--- config.mk ---
export PLATFORM = sky130hd
export DESIGN_NAME = weekly_alarm_table_with_snooze_core
export DESIGN_NICKNAME = d
export VERILOG_FILES = /design/src/sv/wat_pkg.sv /design/src/sv/weekly_alarm_table_with_snooze_core.sv /design/src/sv/wat_ram.sv /design/src/sv/wat_min_div.sv
export VERILOG_INCLUDE_DIRS = /design/src /design/src/sv
export SDC_FILE = /design/constraint.sdc
export NUM_CORES = 1
export LEC_CHECK = 0
export BUFFER_PORTS_ARGS = -buffer_cell sky130_fd_sc_hd__buf_2
export CORE_UTILIZATION = 49
export DETAILED_ROUTE_END_ITERATION = 10
export HOLD_SLACK_MARGIN = 0.05
export PLACE_DENSITY = 0.68
export SLEW_MARGIN = 10
export SYNTH_ARGS = -nofsm -noshare
export SYNTH_HDL_FRONTEND = slang
export SYNTH_SLANG_ARGS = --single-unit
--- constraint.sdc ---
create_clock -name clk_i -period 12.9 [get_ports clk_i]
set_clock_uncertainty 0.15 [all_clocks]
set_input_delay 0 -clock clk_i [delete_from_list [all_inputs] [get_ports clk_i]]
set_output_delay 0 -clock clk_i [all_outputs]
set_load 0.05 [all_outputs]
--- src/sv/assert_macros.svh ---
// assertion macros shared by the alarm table rtl
`ifndef ASSERT_MACROS_SVH
`define ASSERT_MACROS_SVH

// antecedent holds in the same cycle as the consequent
`define WAT_ASSERT_IMP(lbl, ante, cons, msg) \
  lbl: assert property (@(posedge clk_i) disable iff (!rst_ni) (ante) |-> (cons)) \
    else $error(msg);

// consequent checked in the cycle after the antecedent
`define WAT_ASSERT_NXT(lbl, ante, cons, msg) \
  lbl: assert property (@(posedge clk_i) disable iff (!rst_ni) (ante) |=> (cons)) \
    else $error(msg);

`endif

--- src/sv/wat_pkg.sv ---
// types and constants of the weekly alarm table
`timescale 1ns / 1ps
package wat_pkg;

  typedef enum logic [2:0] {
    OP_TICK   = 3'd0,
    OP_ADD    = 3'd1,
    OP_UPDATE = 3'd2,
    OP_ENABLE = 3'd3,
    OP_DELETE = 3'd4,
    OP_SNOOZE = 3'd5,
    OP_STOP   = 3'd6,
    OP_READ   = 3'd7
  } op_e;

  typedef enum logic [3:0] {
    ST_IDLE,
    ST_EXEC,
    ST_DIV,
    ST_SCAN_RD,
    ST_SCAN_CHK,
    ST_RD_WAIT,
    ST_DEL_RD,
    ST_DEL_WR,
    ST_RESP
  } state_e;

  typedef struct packed {
    logic [4:0] hour;
    logic [5:0] minute;
    logic [6:0] days;
    logic       en;
  } entry_t;

  localparam int EntryW = $bits(entry_t);
  localparam int MinuteW = 35;

  localparam logic [0:0] REG_SNOOZE = 1'd0;
  localparam logic [0:0] REG_TONE   = 1'd1;

  localparam logic [1:0] TONE_NONE = 2'd0;
  localparam logic [1:0] TONE_LOW  = 2'd1;
  localparam logic [1:0] TONE_HIGH = 2'd2;

  localparam logic [39:0] VALID_EPOCH = 40'd1700000000;
  localparam logic [6:0]  ALL_DAYS = 7'h7F;
  localparam logic [3:0]  NO_SOURCE = 4'd8;
  localparam logic [MinuteW-1:0] NEVER_MINUTE = '1;
  localparam logic [4:0]  MAX_HOUR = 5'd23;
  localparam logic [5:0]  MAX_MINUTE = 6'd59;
  localparam logic [2:0]  MAX_WEEKDAY = 3'd6;
  localparam logic [11:0] SNOOZE_RESET = 12'd300;
  localparam logic [15:0] TONE_RESET = 16'd700;

endpackage

--- src/sv/weekly_alarm_table_with_snooze_core.sv ---
// Weekly alarm table with snooze. One command at a time: start is taken while busy is low,
// and busy stays high through the cycle of the result strobe done_o, which is high for
// exactly one cycle and cannot be stalled. After the execute state, add, snooze, stop and
// ticks that do not scan go straight to the result state; read, update and set enable
// first wait on one memory read; delete alternates a read and a write state per entry moved
// down. A tick that scans the table first converts epoch seconds to minutes in the divider
// (ten 4-bit steps), then checks the entries in the entry memory one by one, a read state
// and a check state each, until the first match or the last entry. The next beat can be
// taken in the cycle after the result. No clearing pass follows reset; the trigger marks
// use per-slot valid bits.
`timescale 1ns / 1ps
`include "assert_macros.svh"
module weekly_alarm_table_with_snooze_core #(
  parameter int ALARM_SLOTS = 8
) (
  input  logic        clk_i,
  input  logic        rst_ni,
  input  logic        start,
  output logic        busy,
  input  logic        cfg_we_i,
  input  logic [0:0]  cfg_idx_i,
  input  logic [15:0] cfg_wdata_i,
  input  logic [2:0]  op_i,
  input  logic [2:0]  slot_i,
  input  logic [4:0]  hour_in_i,
  input  logic [5:0]  minute_in_i,
  input  logic [6:0]  day_mask_in_i,
  input  logic        enable_in_i,
  input  logic [39:0] epoch_seconds_i,
  input  logic [4:0]  local_hour_i,
  input  logic [5:0]  local_minute_i,
  input  logic [2:0]  local_weekday_i,
  input  logic        local_valid_i,
  input  logic [31:0] now_ms_i,
  output logic        done_o,
  output logic        ok_o,
  output logic        ringing_o,
  output logic        ring_start_o,
  output logic        ring_is_snooze_o,
  output logic [3:0]  ring_source_o,
  output logic [1:0]  tone_o,
  output logic [3:0]  alarm_count_o,
  output logic [4:0]  entry_hour_o,
  output logic [5:0]  entry_minute_o,
  output logic [6:0]  entry_days_o,
  output logic        entry_enabled_o,
  output logic [7:0]  snooze_count_o
);
  localparam int AW = (ALARM_SLOTS > 1) ? $clog2(ALARM_SLOTS) : 1;
  localparam int CW = $clog2(ALARM_SLOTS + 1);
  localparam int MW = wat_pkg::MinuteW;
  localparam int EW = wat_pkg::EntryW;

  wat_pkg::state_e state_q, state_d;

  // latched command beat
  wat_pkg::op_e op_q;
  logic [2:0]  slot_q;
  logic [4:0]  hr_q;
  logic [5:0]  mn_q;
  logic [6:0]  days_q;
  logic        en_in_q;
  logic [39:0] epoch_q;
  logic [4:0]  lh_q;
  logic [5:0]  lm_q;
  logic [2:0]  lw_q;
  logic        lv_q;
  logic [31:0] now_q;

  logic [11:0] snz_sec_q, snz_sec_d;
  logic [15:0] tone_int_q, tone_int_d;
  logic [CW-1:0] total_q, total_d;
  logic        ring_q, ring_d;
  logic        snz_wait_q, snz_wait_d;
  logic [40:0] snz_due_q, snz_due_d;
  logic [7:0]  tally_q, tally_d;
  logic [31:0] last_beep_q, last_beep_d;
  logic        phase_q, phase_d;
  logic [CW-1:0] idx_q, idx_d;
  logic [ALARM_SLOTS-1:0] fvld_q, fvld_d;

  logic        ok_q, ok_d;
  logic        rstart_q, rstart_d;
  logic        is_snz_q, is_snz_d;
  logic [3:0]  src_q, src_d;
  logic [1:0]  tone_q, tone_d;
  wat_pkg::entry_t rd_q, rd_d;

  logic            accept;
  logic            ent_we, fir_we;
  logic [AW-1:0]   ent_waddr, raddr;
  wat_pkg::entry_t ent_wdata, ent_rdata;
  logic [EW-1:0]   ent_rbits;
  logic [MW-1:0]   fir_rdata, fired_cur, cur_min;
  logic            div_start, div_done;

  logic          time_ok, snz_hit, hm_ok, slot_ok, can_add, beep_due;
  logic          scan_go, scan_more, del_more, match;
  logic [CW:0]   idx_inc;
  logic [AW-1:0] slot_a, idx_a;
  logic [6:0]    days_eff, day_sh;

  assign accept = start && !busy;
  assign busy = (state_q != wat_pkg::ST_IDLE);

  wat_ram #(.Width(EW), .Depth(ALARM_SLOTS)) u_entry_ram (
    .clk_i   (clk_i),
    .we_i    (ent_we),
    .waddr_i (ent_waddr),
    .wdata_i (ent_wdata),
    .raddr_i (raddr),
    .rdata_o (ent_rbits)
  );
  assign ent_rdata = wat_pkg::entry_t'(ent_rbits);

  // trigger marks stay with their slot
  wat_ram #(.Width(MW), .Depth(ALARM_SLOTS)) u_fired_ram (
    .clk_i   (clk_i),
    .we_i    (fir_we),
    .waddr_i (idx_a),
    .wdata_i (cur_min),
    .raddr_i (raddr),
    .rdata_o (fir_rdata)
  );

  wat_min_div u_min_div (
    .clk_i      (clk_i),
    .rst_ni     (rst_ni),
    .start_i    (div_start),
    .dividend_i (epoch_q),
    .quotient_o (cur_min),
    .done_o     (div_done)
  );

  assign slot_a   = AW'(slot_q);
  assign idx_a    = idx_q[AW-1:0];
  assign idx_inc  = (CW + 1)'(idx_q) + (CW + 1)'(1);
  assign time_ok  = epoch_q > wat_pkg::VALID_EPOCH;
  assign snz_hit  = snz_wait_q && ({1'b0, epoch_q} >= snz_due_q);
  assign hm_ok    = (hr_q <= wat_pkg::MAX_HOUR) && (mn_q <= wat_pkg::MAX_MINUTE);
  assign slot_ok  = (CW + 3)'(slot_q) < (CW + 3)'(total_q);
  assign can_add  = hm_ok && (total_q < CW'(ALARM_SLOTS));
  assign beep_due = (now_q - last_beep_q) >= {16'd0, tone_int_q};
  assign scan_go  = !ring_q && time_ok && !snz_hit && lv_q && (total_q != '0);
  assign scan_more = idx_inc < (CW + 1)'(total_q);
  assign del_more  = scan_more;
  assign days_eff  = (days_q != '0) ? days_q : wat_pkg::ALL_DAYS;
  assign fired_cur = fvld_q[idx_a] ? fir_rdata : wat_pkg::NEVER_MINUTE;
  assign day_sh    = ent_rdata.days >> lw_q;
  assign match = ent_rdata.en && (ent_rdata.hour == lh_q) && (ent_rdata.minute == lm_q)
              && (fired_cur != cur_min) && (lw_q <= wat_pkg::MAX_WEEKDAY) && day_sh[0];

  // next state
  always_comb begin
    state_d = state_q;
    unique case (state_q)
      wat_pkg::ST_IDLE: begin
        if (accept) state_d = wat_pkg::ST_EXEC;
      end
      wat_pkg::ST_EXEC: begin
        unique case (op_q)
          wat_pkg::OP_TICK:   state_d = scan_go ? wat_pkg::ST_DIV : wat_pkg::ST_RESP;
          wat_pkg::OP_UPDATE: state_d = (slot_ok && hm_ok) ? wat_pkg::ST_RD_WAIT
                                                           : wat_pkg::ST_RESP;
          wat_pkg::OP_ENABLE,
          wat_pkg::OP_READ:   state_d = slot_ok ? wat_pkg::ST_RD_WAIT : wat_pkg::ST_RESP;
          wat_pkg::OP_DELETE: state_d = slot_ok ? wat_pkg::ST_DEL_RD : wat_pkg::ST_RESP;
          wat_pkg::OP_ADD,
          wat_pkg::OP_SNOOZE,
          wat_pkg::OP_STOP:   state_d = wat_pkg::ST_RESP;
        endcase
      end
      wat_pkg::ST_DIV: begin
        if (div_done) state_d = wat_pkg::ST_SCAN_RD;
      end
      wat_pkg::ST_SCAN_RD:  state_d = wat_pkg::ST_SCAN_CHK;
      wat_pkg::ST_SCAN_CHK: begin
        state_d = (!match && scan_more) ? wat_pkg::ST_SCAN_RD : wat_pkg::ST_RESP;
      end
      wat_pkg::ST_RD_WAIT:  state_d = wat_pkg::ST_RESP;
      wat_pkg::ST_DEL_RD:   state_d = del_more ? wat_pkg::ST_DEL_WR : wat_pkg::ST_RESP;
      wat_pkg::ST_DEL_WR:   state_d = wat_pkg::ST_DEL_RD;
      wat_pkg::ST_RESP:     state_d = wat_pkg::ST_IDLE;
      default:              state_d = wat_pkg::ST_IDLE;
    endcase
  end

  // datapath and memory controls
  always_comb begin
    snz_sec_d   = snz_sec_q;
    tone_int_d  = tone_int_q;
    total_d     = total_q;
    ring_d      = ring_q;
    snz_wait_d  = snz_wait_q;
    snz_due_d   = snz_due_q;
    tally_d     = tally_q;
    last_beep_d = last_beep_q;
    phase_d     = phase_q;
    idx_d       = idx_q;
    fvld_d      = fvld_q;
    ok_d        = ok_q;
    rstart_d    = rstart_q;
    is_snz_d    = is_snz_q;
    src_d       = src_q;
    tone_d      = tone_q;
    rd_d        = rd_q;
    ent_we      = 1'b0;
    ent_waddr   = slot_a;
    ent_wdata   = '{hour: hr_q, minute: mn_q, days: days_eff, en: 1'b1};
    fir_we      = 1'b0;
    raddr       = slot_a;
    div_start   = 1'b0;

    if (cfg_we_i) begin
      if (cfg_idx_i == wat_pkg::REG_SNOOZE) snz_sec_d = cfg_wdata_i[11:0];
      if (cfg_idx_i == wat_pkg::REG_TONE)   tone_int_d = cfg_wdata_i;
    end

    unique case (state_q)
      wat_pkg::ST_EXEC: begin
        ok_d     = 1'b0;
        rstart_d = 1'b0;
        is_snz_d = 1'b0;
        src_d    = wat_pkg::NO_SOURCE;
        tone_d   = wat_pkg::TONE_NONE;
        rd_d     = '0;
        idx_d    = '0;
        unique case (op_q)
          wat_pkg::OP_TICK: begin
            ok_d = 1'b1;
            if (ring_q) begin
              if (beep_due) begin
                last_beep_d = now_q;
                tone_d  = phase_q ? wat_pkg::TONE_HIGH : wat_pkg::TONE_LOW;
                phase_d = !phase_q;
              end
            end else if (time_ok && snz_hit) begin
              snz_wait_d  = 1'b0;
              ring_d      = 1'b1;
              last_beep_d = '0;
              phase_d     = 1'b0;
              rstart_d    = 1'b1;
              is_snz_d    = 1'b1;
            end else if (scan_go) begin
              div_start = 1'b1;
            end
          end
          wat_pkg::OP_ADD: begin
            if (can_add) begin
              ent_we    = 1'b1;
              ent_waddr = AW'(total_q);
              total_d   = total_q + CW'(1);
              ok_d      = 1'b1;
            end
          end
          wat_pkg::OP_DELETE: idx_d = CW'(slot_q);
          wat_pkg::OP_SNOOZE: begin
            if (ring_q && time_ok) begin
              tally_d    = tally_q + 8'd1;
              snz_due_d  = {1'b0, epoch_q} + 41'(snz_sec_q);
              snz_wait_d = 1'b1;
              ring_d     = 1'b0;
              ok_d       = 1'b1;
            end
          end
          wat_pkg::OP_STOP: begin
            if (ring_q) begin
              ring_d     = 1'b0;
              snz_wait_d = 1'b0;
              snz_due_d  = '0;
              tally_d    = '0;
              ok_d       = 1'b1;
            end
          end
          wat_pkg::OP_UPDATE,
          wat_pkg::OP_ENABLE,
          wat_pkg::OP_READ: ;
        endcase
      end
      wat_pkg::ST_SCAN_RD: raddr = idx_a;
      wat_pkg::ST_SCAN_CHK: begin
        raddr = idx_a;
        if (match) begin
          fir_we      = 1'b1;
          fvld_d[idx_a] = 1'b1;
          ring_d      = 1'b1;
          last_beep_d = '0;
          phase_d     = 1'b0;
          tally_d     = '0;
          rstart_d    = 1'b1;
          src_d       = 4'(idx_q);
        end else begin
          idx_d = idx_inc[CW-1:0];
        end
      end
      wat_pkg::ST_RD_WAIT: begin
        ok_d = 1'b1;
        if (op_q == wat_pkg::OP_READ) begin
          rd_d = ent_rdata;
        end else if (op_q == wat_pkg::OP_UPDATE) begin
          ent_we    = 1'b1;
          ent_wdata = '{hour: hr_q, minute: mn_q, days: days_eff, en: ent_rdata.en};
        end else begin
          ent_we    = 1'b1;
          ent_wdata = '{hour: ent_rdata.hour, minute: ent_rdata.minute,
                        days: ent_rdata.days, en: en_in_q};
        end
      end
      wat_pkg::ST_DEL_RD: begin
        if (del_more) begin
          raddr = AW'(idx_inc);
        end else begin
          total_d = total_q - CW'(1);
          ok_d    = 1'b1;
        end
      end
      wat_pkg::ST_DEL_WR: begin
        // move the next entry down one place
        ent_we    = 1'b1;
        ent_waddr = idx_a;
        ent_wdata = ent_rdata;
        idx_d     = idx_inc[CW-1:0];
      end
      wat_pkg::ST_IDLE,
      wat_pkg::ST_DIV,
      wat_pkg::ST_RESP: ;
      default: ;
    endcase
  end

  always_ff @(posedge clk_i or negedge rst_ni) begin
    if (!rst_ni) begin
      state_q     <= wat_pkg::ST_IDLE;
      snz_sec_q   <= wat_pkg::SNOOZE_RESET;
      tone_int_q  <= wat_pkg::TONE_RESET;
      total_q     <= '0;
      ring_q      <= 1'b0;
      snz_wait_q  <= 1'b0;
      snz_due_q   <= '0;
      tally_q     <= '0;
      last_beep_q <= '0;
      phase_q     <= 1'b0;
      idx_q       <= '0;
      fvld_q      <= '0;
    end else begin
      state_q     <= state_d;
      snz_sec_q   <= snz_sec_d;
      tone_int_q  <= tone_int_d;
      total_q     <= total_d;
      ring_q      <= ring_d;
      snz_wait_q  <= snz_wait_d;
      snz_due_q   <= snz_due_d;
      tally_q     <= tally_d;
      last_beep_q <= last_beep_d;
      phase_q     <= phase_d;
      idx_q       <= idx_d;
      fvld_q      <= fvld_d;
    end
  end

  always_ff @(posedge clk_i) begin
    if (accept) begin
      op_q    <= wat_pkg::op_e'(op_i);
      slot_q  <= slot_i;
      hr_q    <= hour_in_i;
      mn_q    <= minute_in_i;
      days_q  <= day_mask_in_i;
      en_in_q <= enable_in_i;
      epoch_q <= epoch_seconds_i;
      lh_q    <= local_hour_i;
      lm_q    <= local_minute_i;
      lw_q    <= local_weekday_i;
      lv_q    <= local_valid_i;
      now_q   <= now_ms_i;
    end
    ok_q     <= ok_d;
    rstart_q <= rstart_d;
    is_snz_q <= is_snz_d;
    src_q    <= src_d;
    tone_q   <= tone_d;
    rd_q     <= rd_d;
  end

  assign done_o           = (state_q == wat_pkg::ST_RESP);
  assign ok_o             = ok_q;
  assign ringing_o        = ring_q;
  assign ring_start_o     = rstart_q;
  assign ring_is_snooze_o = is_snz_q;
  assign ring_source_o    = src_q;
  assign tone_o           = tone_q;
  assign alarm_count_o    = 4'(total_q);
  assign entry_hour_o     = rd_q.hour;
  assign entry_minute_o   = rd_q.minute;
  assign entry_days_o     = rd_q.days;
  assign entry_enabled_o  = rd_q.en;
  assign snooze_count_o   = tally_q;

  `WAT_ASSERT_NXT(a_accept_busy, accept, busy && !done_o, "accepted beat did not go busy")
  `WAT_ASSERT_NXT(a_done_single, done_o, !done_o && !busy, "result strobe longer than one cycle")
  `WAT_ASSERT_IMP(a_total_range, 1'b1, total_q <= CW'(ALARM_SLOTS), "entry count out of range")
  `WAT_ASSERT_IMP(a_start_rings, done_o && ring_start_o, ringing_o && tone_o == wat_pkg::TONE_NONE,
                  "ring start without ringing or with a beep")
  `WAT_ASSERT_IMP(a_mem_quiet, !busy, !ent_we && !fir_we, "memory written while idle")

endmodule

--- src/sv/wat_ram.sv ---
// generic single write, single read ram with registered read data
`timescale 1ns / 1ps
module wat_ram #(
  parameter int Width = 19,
  parameter int Depth = 8,
  localparam int AddrW = (Depth > 1) ? $clog2(Depth) : 1
) (
  input  logic                   clk_i,
  input  logic                   we_i,
  input  logic [AddrW-1:0]       waddr_i,
  input  logic [Width-1:0]       wdata_i,
  input  logic [AddrW-1:0]       raddr_i,
  output logic [Width-1:0]       rdata_o
);

  logic [Width-1:0] mem_q [Depth];
  logic [Width-1:0] rdata_q;

  always_ff @(posedge clk_i) begin
    if (we_i) begin
      mem_q[waddr_i] <= wdata_i;
    end
    rdata_q <= mem_q[raddr_i];
  end

  assign rdata_o = rdata_q;

endmodule

--- src/sv/wat_min_div.sv ---
// epoch seconds to epoch minutes, four quotient bits per cycle
`timescale 1ns / 1ps
module wat_min_div (
  input  logic                        clk_i,
  input  logic                        rst_ni,
  input  logic                        start_i,
  input  logic [39:0]                 dividend_i,
  output logic [wat_pkg::MinuteW-1:0] quotient_o,
  output logic                        done_o
);
  localparam int DigitBits = 4;
  localparam int NumSteps = 40 / DigitBits;
  localparam logic [6:0] Divisor = 7'd60;

  logic        run_q, run_d;
  logic        done_q, done_d;
  logic [3:0]  cnt_q, cnt_d;
  logic [5:0]  rem_q, rem_d;
  logic [39:0] num_q, num_d;
  logic [5:0]  rem_s;
  logic [39:0] num_s;
  logic [6:0]  trial;

  // restoring steps, numerator bits become quotient bits from the bottom
  always_comb begin
    rem_s = rem_q;
    num_s = num_q;
    trial = '0;
    for (int k = 0; k < DigitBits; k++) begin
      trial = {rem_s, num_s[39]};
      num_s = {num_s[38:0], 1'b0};
      if (trial >= Divisor) begin
        rem_s = 6'(trial - Divisor);
        num_s[0] = 1'b1;
      end else begin
        rem_s = trial[5:0];
      end
    end
  end

  always_comb begin
    run_d  = run_q;
    done_d = 1'b0;
    cnt_d  = cnt_q;
    rem_d  = rem_q;
    num_d  = num_q;
    if (start_i) begin
      run_d = 1'b1;
      cnt_d = '0;
      rem_d = '0;
      num_d = dividend_i;
    end else if (run_q) begin
      rem_d = rem_s;
      num_d = num_s;
      cnt_d = cnt_q + 4'd1;
      if (cnt_q == 4'(NumSteps - 1)) begin
        run_d  = 1'b0;
        done_d = 1'b1;
      end
    end
  end

  always_ff @(posedge clk_i or negedge rst_ni) begin
    if (!rst_ni) begin
      run_q  <= 1'b0;
      done_q <= 1'b0;
      cnt_q  <= '0;
    end else begin
      run_q  <= run_d;
      done_q <= done_d;
      cnt_q  <= cnt_d;
    end
  end

  always_ff @(posedge clk_i) begin
    rem_q <= rem_d;
    num_q <= num_d;
  end

  assign quotient_o = num_q[wat_pkg::MinuteW-1:0];
  assign done_o = done_q;

endmodule
* Word level (Yosys, flattened, before mapping)
Memories as Yosys holds them, arrays and structs flattened. A register that Yosys moved wholly into a read port is not among the register bits.
Index checks and enable logic that the tools add are counted.
W data, S select, Z words.
** Storage, ports and cells
- Word-level logic and storage cells :: 268
- Bits in writable memories :: 432
- Flip-flop bits (word level) :: 324
- Memories kept :: 2
** Memories
- u_fired_ram.mem_q :: depth 8, bits a word 35, read ports 1, clocked after memory_dff 1, write ports 1, RTL line wat_ram.sv:16 : logic [Width-1:0] mem_q [Depth];
- u_entry_ram.mem_q :: depth 8, bits a word 19, read ports 1, clocked after memory_dff 1, write ports 1, RTL line wat_ram.sv:16
** Cells by class
- Reduce and logical (&&, ||, !) cells :: 54
- Order comparisons :: 15
- Shift operators :: 1
- Add/sub/neg operators :: 11
- Multiplexer cells :: 107
- Bitwise gates (word level) :: 2
- Equal/unequal tests :: 38
** Operators by type and width (count)
- $mux W32 :: 5
- $mux W41 :: 2
- $pmux W41 S2 :: 1
- $mux W40 :: 2
- $pmux W19 S2 :: 2
- $pmux W32 S2 :: 1
- $mux W4 :: 15
- $mux W19 :: 3
- $mux W1 :: 43
- $add A40 B12 Y41 :: 1
- $ge A40 B41 Y1 :: 1
- $gt A40 B31 Y1 const B :: 1
- $mux W35 :: 1
- $ne A35 B35 Y1 :: 1
- $ge A32 B16 Y1 :: 1
- $pmux W4 S8 :: 1
- $pmux W8 S2 :: 2
- $sub A32 B32 Y32 :: 1
- $ge A7 B6 Y1 const B :: 4
- $mux W6 :: 4
- $mux W8 :: 3
- $sub A6 B6 Y6 const B :: 4
- $ne A2 B2 Y1 const B :: 10
- $pmux W4 S5 :: 1
- 54 further kinds :: 118

* Logic depth before layout (Yosys ltp)
Gate-level depths: netlist of the first run.
- Depth in word-level cells :: 12
- Gate-level depth with buffers :: 22
- Mapped depth without buffers :: 21

* Modules after synthesis
Synthesis of the first run repeated with hierarchy kept, for this count alone.
** Unflattened totals
- Cells, all modules :: 2626
- Area total of the unflattened synthesis :: 37648.6 um^2
** By module, submodules not included
- weekly_alarm_table_with_snooze_core :: times used 1, sequential area each 7519.7 um^2, area each 16819.9 um^2, cells an instance 1671
- wat_ram (u_fired_ram) :: times used 1, sequential area each 9108.7 um^2, area each 11536.1 um^2, cells an instance 453
- wat_ram (u_entry_ram) :: times used 1, sequential area each 4944.7 um^2, area each 6259.8 um^2, cells an instance 251
- wat_min_div :: times used 1, sequential area each 1471.4 um^2, area each 3032.9 um^2, cells an instance 251

* Worst setup path before layout of the first run
OpenSTA, ideal clock, no wires.
- Path kind :: register to register
- From :: register idx_q[0]
- To :: memory u_fired_ram.mem_q[2][0] (netlist bit), enable pin
- Data required time :: 12.278 ns
- Buffers on the path :: 3
- Path slack :: 7.052 ns
- Arrival :: 5.226 ns
- Stages on the path, launching flop included :: 13
- Clock period less this slack :: 5.848 ns
- Setup time :: 0.472 ns
- Path through :: dfrtp_1 > buf_2 > or4b_1 > o21a_2 > a21boi_1 > buf_6 > mux2_1 > a2111o_1 > nor4_2 > a2111oi_1 > clkbuf_1 > nand2_1 > nor3_1
** On the way
- Cells in the longest elaborated chain, start to end :: 11
** Ends and longest elaborated chain
- start, declared :: RTL line weekly_alarm_table_with_snooze_core.sv:79 : logic [CW-1:0] idx_q, idx_d;
- start signal, assigned :: RTL line weekly_alarm_table_with_snooze_core.sv:356 : idx_q <= idx_d;
- $bmux W1 S3 :: RTL line weekly_alarm_table_with_snooze_core.sv:148 : assign fired_cur = fvld_q[idx_a] ? fir_rdata : wat_pkg::NEVER_MINUTE;
- $mux W1 (implied by the code) :: RTL line weekly_alarm_table_with_snooze_core.sv:148
- $mux W35 :: RTL line weekly_alarm_table_with_snooze_core.sv:148
- $ne A35 B35 Y1 :: RTL line weekly_alarm_table_with_snooze_core.sv:151 : && (fired_cur != cur_min) && (lw_q <= wat_pkg::MAX_WEEKDAY) && day_sh[0];
- $logic_and A1 B1 Y1 (3 in a row) :: RTL line weekly_alarm_table_with_snooze_core.sv:151
- $mux W1 :: RTL line weekly_alarm_table_with_snooze_core.sv:283 : if (match) begin
- $mux W1 :: RTL line weekly_alarm_table_with_snooze_core.sv:219 : unique case (state_q)
- $mux W1 :: RTL line wat_ram.sv:20 : if (we_i) begin
- $mux W1 (implied by the code) :: RTL line wat_ram.sv:21 : mem_q[waddr_i] <= wdata_i;
- end, declared :: RTL line wat_ram.sv:16
Parallel ways exist; a longest one is shown, timed or not. The select of a mux whose other input is x is not followed.

* Worst setup path after layout of the first run
- From :: register last_beep_q[1]
- To :: register last_beep_q[17]
** On the way
- Cells in the longest elaborated chain, start to end :: 4
** Ends and longest elaborated chain
- start, declared :: RTL line weekly_alarm_table_with_snooze_core.sv:77 : logic [31:0] last_beep_q, last_beep_d;
- start signal, assigned :: RTL line weekly_alarm_table_with_snooze_core.sv:354 : last_beep_q <= last_beep_d;
- $sub A32 B32 Y32 :: RTL line weekly_alarm_table_with_snooze_core.sv:143 : assign beep_due = (now_q - last_beep_q) >= {16'd0, tone_int_q};
- $ge A32 B16 Y1 :: RTL line weekly_alarm_table_with_snooze_core.sv:143
- $ne A3 B3 Y1 (no line)
- $reduce_and A5 Y1 (no line)
No other way between the ends.
A chain may end at the register's enable or synchronous reset.

==> results of run 1 <==
cells in the mapped netlist, types with 6 or more instances:
cell type / instances / area (um2)
edfxtp_1: 612 / 18400
nand2_1: 535 / 2010
inv_1: 141 / 529
nand3_1: 141 / 706
dfrtp_1: 128 / 3200
nor2_1: 117 / 439
ha_1: 114 / 1430
clkbuf_1: 111 / 417
mux2_2: 85 / 957
o21ai_0: 84 / 420
a21oi_1: 79 / 395
nor2b_1: 79 / 494
a211oi_1: 68 / 510
dfxtp_1: 60 / 1200
a31o_2: 59 / 517
a311oi_1: 57 / 499
mux2i_1: 52 / 521
xnor2_1: 47 / 412
xor2_1: 39 / 342
nand4_1: 35 / 219
and2_1: 30 / 188
nor3_1: 26 / 130
and3_1: 24 / 150
nand2b_1: 24 / 150
a21o_1: 23 / 173
buf_1: 22 / 82.6
o21ai_1: 19 / 95.1
o31ai_1: 19 / 143
a31oi_1: 18 / 113
o21a_1: 14 / 105
o211ai_1: 12 / 90.1
or3_1: 11 / 68.8
dfstp_2: 10 / 263
nor4_1: 10 / 62.6
or2_1: 10 / 62.6
and4_1: 7 / 61.3
o21bai_1: 7 / 52.6
o41ai_1: 7 / 61.3
or2_2: 7 / 43.8
buf_2: 6 / 30.0
nand3b_1: 6 / 45.0
cells in the final DEF, fill, tap and decap left out, types with 30 or more instances in the layout:
cell	instances
edfxtp_1	612
nand2_1	534
dlygate4sd3_1	266
buf_2	174
inv_1	141
nand3_1	141
dfrtp_1	128
ha_1	114
nor2_1	111
clkbuf_16	85
mux2_2	84
o21ai_0	83
a21oi_1	79
nor2b_1	79
a211oi_1	68
dfxtp_1	60
a31o_2	59
a311oi_1	57
mux2i_1	51
xnor2_1	47
xor2_1	39
nand4_1	35
buf_4	35
and2_1	30
cell families (layout without fill, tap and decap cells):
family                     Yosys count  after routing  synth area share (%)
DFF                                810            810                  62.6
muxes                              140            140                  4.14
buffers and inverters              285            779                  3.01
AOI/OAI and AO/OA                  539            539                  10.5
and+or+nand+nor                   1083           1083                  13.7
adders and majority gates          117            117                  4.04
xor gates and xnor gates            86             86                  2.05
other                                0              1                     0
worst max-delay path, stage by stage (launching register included):
cell and delay, ns:
dfrtp_1 0.39, inv_1 0.08, ha_1 0.28, nor2b_1 0.14
o31a_1 0.28, o41a_1 0.40, o41ai_4 0.64, a22oi_1 0.17
xnor2_1 0.17, ha_1 0.18, a2111oi_1 0.28, o221ai_1 0.21
a2111oi_0 0.37, or4b_1 0.45, or4_1 0.56, nor4b_4 0.32
a41oi_4 0.43, buf_4 0.42, mux2i_1 0.17
worst max-delay path by stage:
stage                                              to  slack (ns)  cells past startpoint
finish                    last_beep_q[17]$_DFFE_PN0P_        6.67                     18
global route              last_beep_q[29]$_DFFE_PN0P_        6.28                     17
CTS                       last_beep_q[17]$_DFFE_PN0P_        6.71                     18
detailed placement        last_beep_q[17]$_DFFE_PN0P_        6.71                     17
floorplan           u_fired_ram.mem_q[2][0]$_DFFE_PP_        7.05                     12
global placement          last_beep_q[14]$_DFFE_PN0P_        6.88                     17
layer usage:
metal	global-route usage (%)	vias up	part of all wire [%]
met4	8.25	0	2.8
met3	3.65	187	6.3
met5	0	-	0
li1	-	12100	-
met1	30.7	12800	41
met2	42.0	889	50
power by group through the flow:
stage	Combinational [mW]	Clock, mW	Sequential, mW
detailed placement	3.60	0	3.86
global route	4.12	2.67	3.88
finish	3.73	2.53	3.82
global placement	3.48	0	3.85
floorplan	2.65	0	3.81
CTS	3.69	2.56	3.82
timing repair:
item                                    4_1_cts  5_1_grt
endpoints found under the hold margin       269        0
hold buffers                                267        0
endpoints found under the setup margin        0        0
cell type report:
type	instances	area share [%]
Sequential cell	810	51.9
Clock buffer	106	5.17
Inverter	142	1.20
Multi-Input combinational cell	1965	28.8
Tap cell	969	2.73
Timing Repair Buffer	477	8.64
Clock inverter	54	1.46
Antenna cell	1	0.00564
flip-flops by register name (all words and copies together), names as in the netlist, 6 cells and up:
name,cells
mn_q,6
snooze_count_o,8
entry_minute_o,6
epoch_q,40
snz_sec_q,12
u_min_div.rem_q,6
u_fired_ram.mem_q,280
days_q,7
tone_int_q,16
u_entry_ram.mem_q,152
now_q,32
u_min_div.num_q,40
last_beep_q,32
u_entry_ram.rdata_o,19
fvld_q,8
snz_due_q,41
entry_days_o,7
lm_q,6
u_fired_ram.rdata_o,35
stage by stage:
step	hold WS, ns	setup WS, ns
final	0.185	6.67
after global routing	0.234	6.28
after CTS	0.142	6.71
after detailed placement	-0.0703	6.71
after global placement	-0.0916	6.88
after floorplan	-0.446	7.05
==> run metrics, run 1 <==
global-route wire length before repair=roughly 150 mm; DRT iter0 DRCs=approximately 2200; Ports=roughly 180; maximum clock frequency=160 MHz; fraction of registers with async set/reset=around 17%; number of port buffers=around 180; Total Power=roughly 10 mW; status=finished, final reports clean; P_sw=~3.8 mW; period utilization=roughly half; total gr overflow=0; CTS H-tree depth=3; Reg power frac=roughly 38%; Hold EP=state_q[0]$_DFFE_PN0P_; register area share after synthesis=around 63%; die width=276 um; detailed-route DRC error count=0; Clk Latency, worst-skew pair=about 0.66 ns; Clock transition at path regs=about 0.060 ns; Initial Utilization=between 40% and 50%; DRT Wirelength=between 90 and 100 mm; Avg Vias per Cell=about 5.7; CTS tree=yes; RSZ-0062 raised after global routing=false; critical path startpoint=last_beep_q[1]$_DFFE_PN0P_; Mapped Cells=around 3100; CORE AREA=~0.074 mm2; Max rail drop VDD=roughly 150 uV; Register Area=between 0.02 and 0.025 mm2; drt wl/cell=approximately 20 um; reg2reg start=last_beep_q[1]$_DFFE_PN0P_; clk root buf=clkbuf_16; dpl cell area=0.0387 mm2; vias in the first global route=approximately 27000; Post-Route Setup TNS=0 ns; Syn. warnings=0; Setup crit end kind=flop; final setup fails=0; layout cells sized above 1=~15%; number of gates resized after CTS=0; clock sinks=810; Rows=100; Final Hold Fails=0; Post-Layout Cell Count=approximately 4500; EDFF count, synth=just over 600; synthesis-stage register bit count=slightly above 800; Total GRT Usage=~24%; Syn Area/Cell=roughly 12 um2; worst hold-check path type=in2reg; Startpoint Class=flop; antenna violations before repair=2; PwrDens=roughly 230 mW/mm2; R2R Setup Slk=between 6 and 7 ns; pin count of the biggest net entering global routing=approximately 100; count of different cell masters after synthesis=91; Cell Area, Synth=between 0.03 and 0.04 mm2; Chip Height=between 200 and 300 um; Combinational Power Share=between 30% and 40%; Fillers=approximately 5800; max_cap viols=0; crit path max fanout=18; Vias=25900; HP Start=start; Final HPWL DP=55.1 mm; routability cong.=just under 0.9; Final Critical Period=~6.2 ns; Multi-input gate area=roughly 0.013 mm2; R2R Path End=last_beep_q[17]$_DFFE_PN0P_; number of buffers created by CTS=between 80 and 90; die area=approximately 0.076 mm2; Worst-Margin Slew=about 1.2 ns; kind of critical path=reg2reg; Final Instance Area=around 0.044 mm2; Post-synth top flop=edfxtp_1; Synth Net Count=3310; final antenna-violating net count=0; Worst Hold Depth=4; WP data required=13.26 ns; Nets=~3700; FF-to-FF path depth=18; final max-slew violation count=0; Sw Ratio=37.9%; P_int=6.26 mW; clock share of power=between 20% and 30%; Layout area overhead=20.5%; worst-case clock buffer depth=3; final core occ=59.7%; Slew headroom=a little over a fifth; DR pass1 iterations=6; worst endpoint data arrival time=6.59 ns; Post-CTS Setup Bufs=0; Leakage=approximately 17 nW; Cells after DPL=4096
No activity file was read; power rests on OpenSTA's default activity.
==> run 2: changes to the inputs <==
==> constraint.sdc (replaced) <==
create_clock -name clk_i -period 6.4 [get_ports clk_i]
set_clock_uncertainty 0.15 [all_clocks]
set_input_delay 0 -clock clk_i [delete_from_list [all_inputs] [get_ports clk_i]]
set_output_delay 0 -clock clk_i [all_outputs]
set_load 0.05 [all_outputs]
==> run metrics, run 2 (synthesis results as in run 1) <==
status=finished, final reports clean; Slew headroom=19.1% (-2.6 points); final antenna-violating net count=0 (unchanged); Worst-Margin Slew=1.21 ns (+0.0515 ns); clock sinks=810 (unchanged); Antenna diodes=0 (-1); CP max stage delay=0.65 ns (about the same); reg2reg start=now_q[1]$_DFFE_PP_; CTS tree=yes; number of port buffers=175 (unchanged); die width=276 um (unchanged); die area=0.0762 mm2 (unchanged); Worst Hold Depth=4 (unchanged); clk root buf=clkbuf_16; drt wl/cell=20.3 um (-1.1%); Post-Route Setup TNS=0 ns (unchanged); Nets=3737 (+0.16%); detailed-route DRC error count=0 (unchanged); total gr overflow=0 (unchanged); crit path max fanout=16 (-2); DRT Wirelength=91.8 mm (-0.92%); layout cells sized above 1=15.6% (+0.30 points); Register Area=0.0230 mm2 (unchanged); Initial Utilization=49.5% (unchanged); period utilization=92.5% (+44 points); Most common cell on crit path=ha_1; Largest regs=u_fired_ram.mem_q (280), u_entry_ram.mem_q (152), snz_due_q (41); R2R Path End=phase_q$_DFFE_PN0P_; DR pass1 iterations=5 (-1); Chip Height=276 um (unchanged); final setup fails=0 (unchanged); Multi-input gate area=0.0128 mm2 (about the same); worst hold-check path type=in2reg; Final HPWL DP=55.3 mm (+0.42%); Fin Hold WS=0.201 ns (+0.0159 ns); number of buffers created by CTS=87 (+2.4%); maximum clock frequency=169 MHz (+5.3%); RSZ-0062 raised after global routing=false; Startpoint Class=flop; worst slack, placed=0.514 ns (-6.20 ns); Leakage=16.8 nW (+0.41%); Total GRT Usage=23.8% (-0.33 points); final max-slew violation count=0 (unchanged); routability cong.=0.873 (-0.25%); CP delay by family, top=compound AO/OA/AOI/OAI gates; worst endpoint data arrival time=6.27 ns (-0.32 ns); Fillers=5768 (+0.23%); worst-case clock buffer depth=3 (unchanged); pin count of the biggest net entering global routing=94 (-7.8%); most frequent cells in the layout=612 x edfxtp_1, 534 x nand2_1, 265 x dlygate4sd3_1, 174 x buf_2; Layout area overhead=21.0%; DRT iter0 DRCs=1938 (-12%); CORE AREA=0.0743 mm2 (unchanged); Reg with most FFs=u_fired_ram.mem_q; Final Critical Period=5.92 ns (-0.313 ns); CTS H-tree depth=3 (unchanged); Rows=100 (unchanged); PwrDens=459 mW/mm2 (+100%); Final Hold Fails=0 (unchanged); R2R Setup Slk=0.48 ns (-6.19 ns); HP Start=start; Avg Vias per Cell=5.75 (+0.32%); Critical-path top delay cell=o41ai_4; max reg flops=280 (unchanged); Ports=176 (unchanged); max_cap viols=0 (unchanged); Clk Latency, worst-skew pair=0.66 ns (about the same); FF-to-FF path depth=17 (-1); most common cell after layout, fill and taps aside=edfxtp_1; global-route wire length before repair=144 mm (-1.6%); worst path bufs/invs=1 (-1); final worst slack=0.480 ns (-6.19 ns); CP cell instances=ha_1 > nor2b_1 > o31a_1 > o41a_1 > o41ai_4 > a22oi_1 > xnor2_1 > ha_1 > a2111oi_1 > o221ai_1 > a2111oi_0 > or4b_1 > or4_1 > nor4b_4 > a41oi_4 > buf_4 > mux2_1; Vias=26100 (+0.47%); antenna violations before repair=1 (-1); Max rail drop VDD=286 uV (+96%); WP data required=6.75 ns (-6.51 ns); Clock transition at path regs=0.06 ns (about the same); vias in the first global route=26300 (-0.97%); Setup crit end kind=flop; Hold EP=state_q[0]$_DFFE_PN0P_; kind of critical path=reg2reg
-- run 2: worst max-delay path by stage --
stage	from	endpoint	slack, ns	cells after the start
final	now_q[1]$_DFFE_PP_	phase_q$_DFFE_PN0P_	0.48	17
after global routing	now_q[1]$_DFFE_PP_	phase_q$_DFFE_PN0P_	0.09	17
after CTS	now_q[1]$_DFFE_PP_	phase_q$_DFFE_PN0P_	0.51	17
after detailed placement	now_q[1]$_DFFE_PP_	phase_q$_DFFE_PN0P_	0.51	17
after global placement	now_q[1]$_DFFE_PP_	phase_q$_DFFE_PN0P_	0.70	17
after floorplan	idx_q[0]$_DFFE_PN0P_	u_fired_ram.mem_q[2][0]$_DFFE_PP_	0.55	12
-- run 2: worst min-delay path, delay by kind of cell --
kind                   cells  cell delay, ns
buffers and inverters      2            0.70
AOI/OAI and AO/OA          1            0.12
and+or+nand+nor            1            0.11
-- run 2: repair_timing --
item | 4_1_cts | 5_1_grt
resized for setup | 0 | 0
hold buffers | 266 | 0
setup buffers | 0 | 0
endpoints found under the setup margin | 0 | 0
hold endpoints to repair | 268 | 0
-- run 2: layout make-up --
| class | instances | area share, % |
|---|---|---|
| Clock buffer | 110 | 5.22 |
| Clock inverter | 54 | 1.56 |
| Inverter | 142 | 1.20 |
| Multi-Input combinational cell | 1965 | 28.7 |
| Sequential cell | 810 | 51.7 |
| Tap cell | 969 | 2.72 |
| Timing Repair Buffer | 481 | 8.84 |
-- run 2: layer usage --
layer / global-route usage (%) / share of wire [%]
met3: 4.01 / 6.1
met2: 41.2 / 50
met5: 0 / 0
met4: 8.59 / 2.9
met1: 30.0 / 41
-- run 2: metrics by stage --
| step | std cells | area [um2] | util (%) | total power, mW |
|---|---|---|---|---|
| 2_1_floorplan | 3060 | 36800 | - | 13.0 |
| 3_3_place_gp | 4101 | 38800 | 52.3 | 14.8 |
| 3_5_place_dp | 4101 | 38800 | 52.3 | 15.1 |
| 4_1_cts | 4531 | 44500 | 59.9 | 20.5 |
| 5_1_grt | 4531 | 44500 | 59.9 | 21.6 |
| 6_report | 4531 | 44500 | 59.9 | 20.5 |
-- run 2: report_power, final --
| group | switching [mW] | internal, mW |
|---|---|---|
| Sequential | 0.892 | 6.83 |
| Clock | 2.18 | 3.03 |
| Combinational | 4.64 | 2.89 |
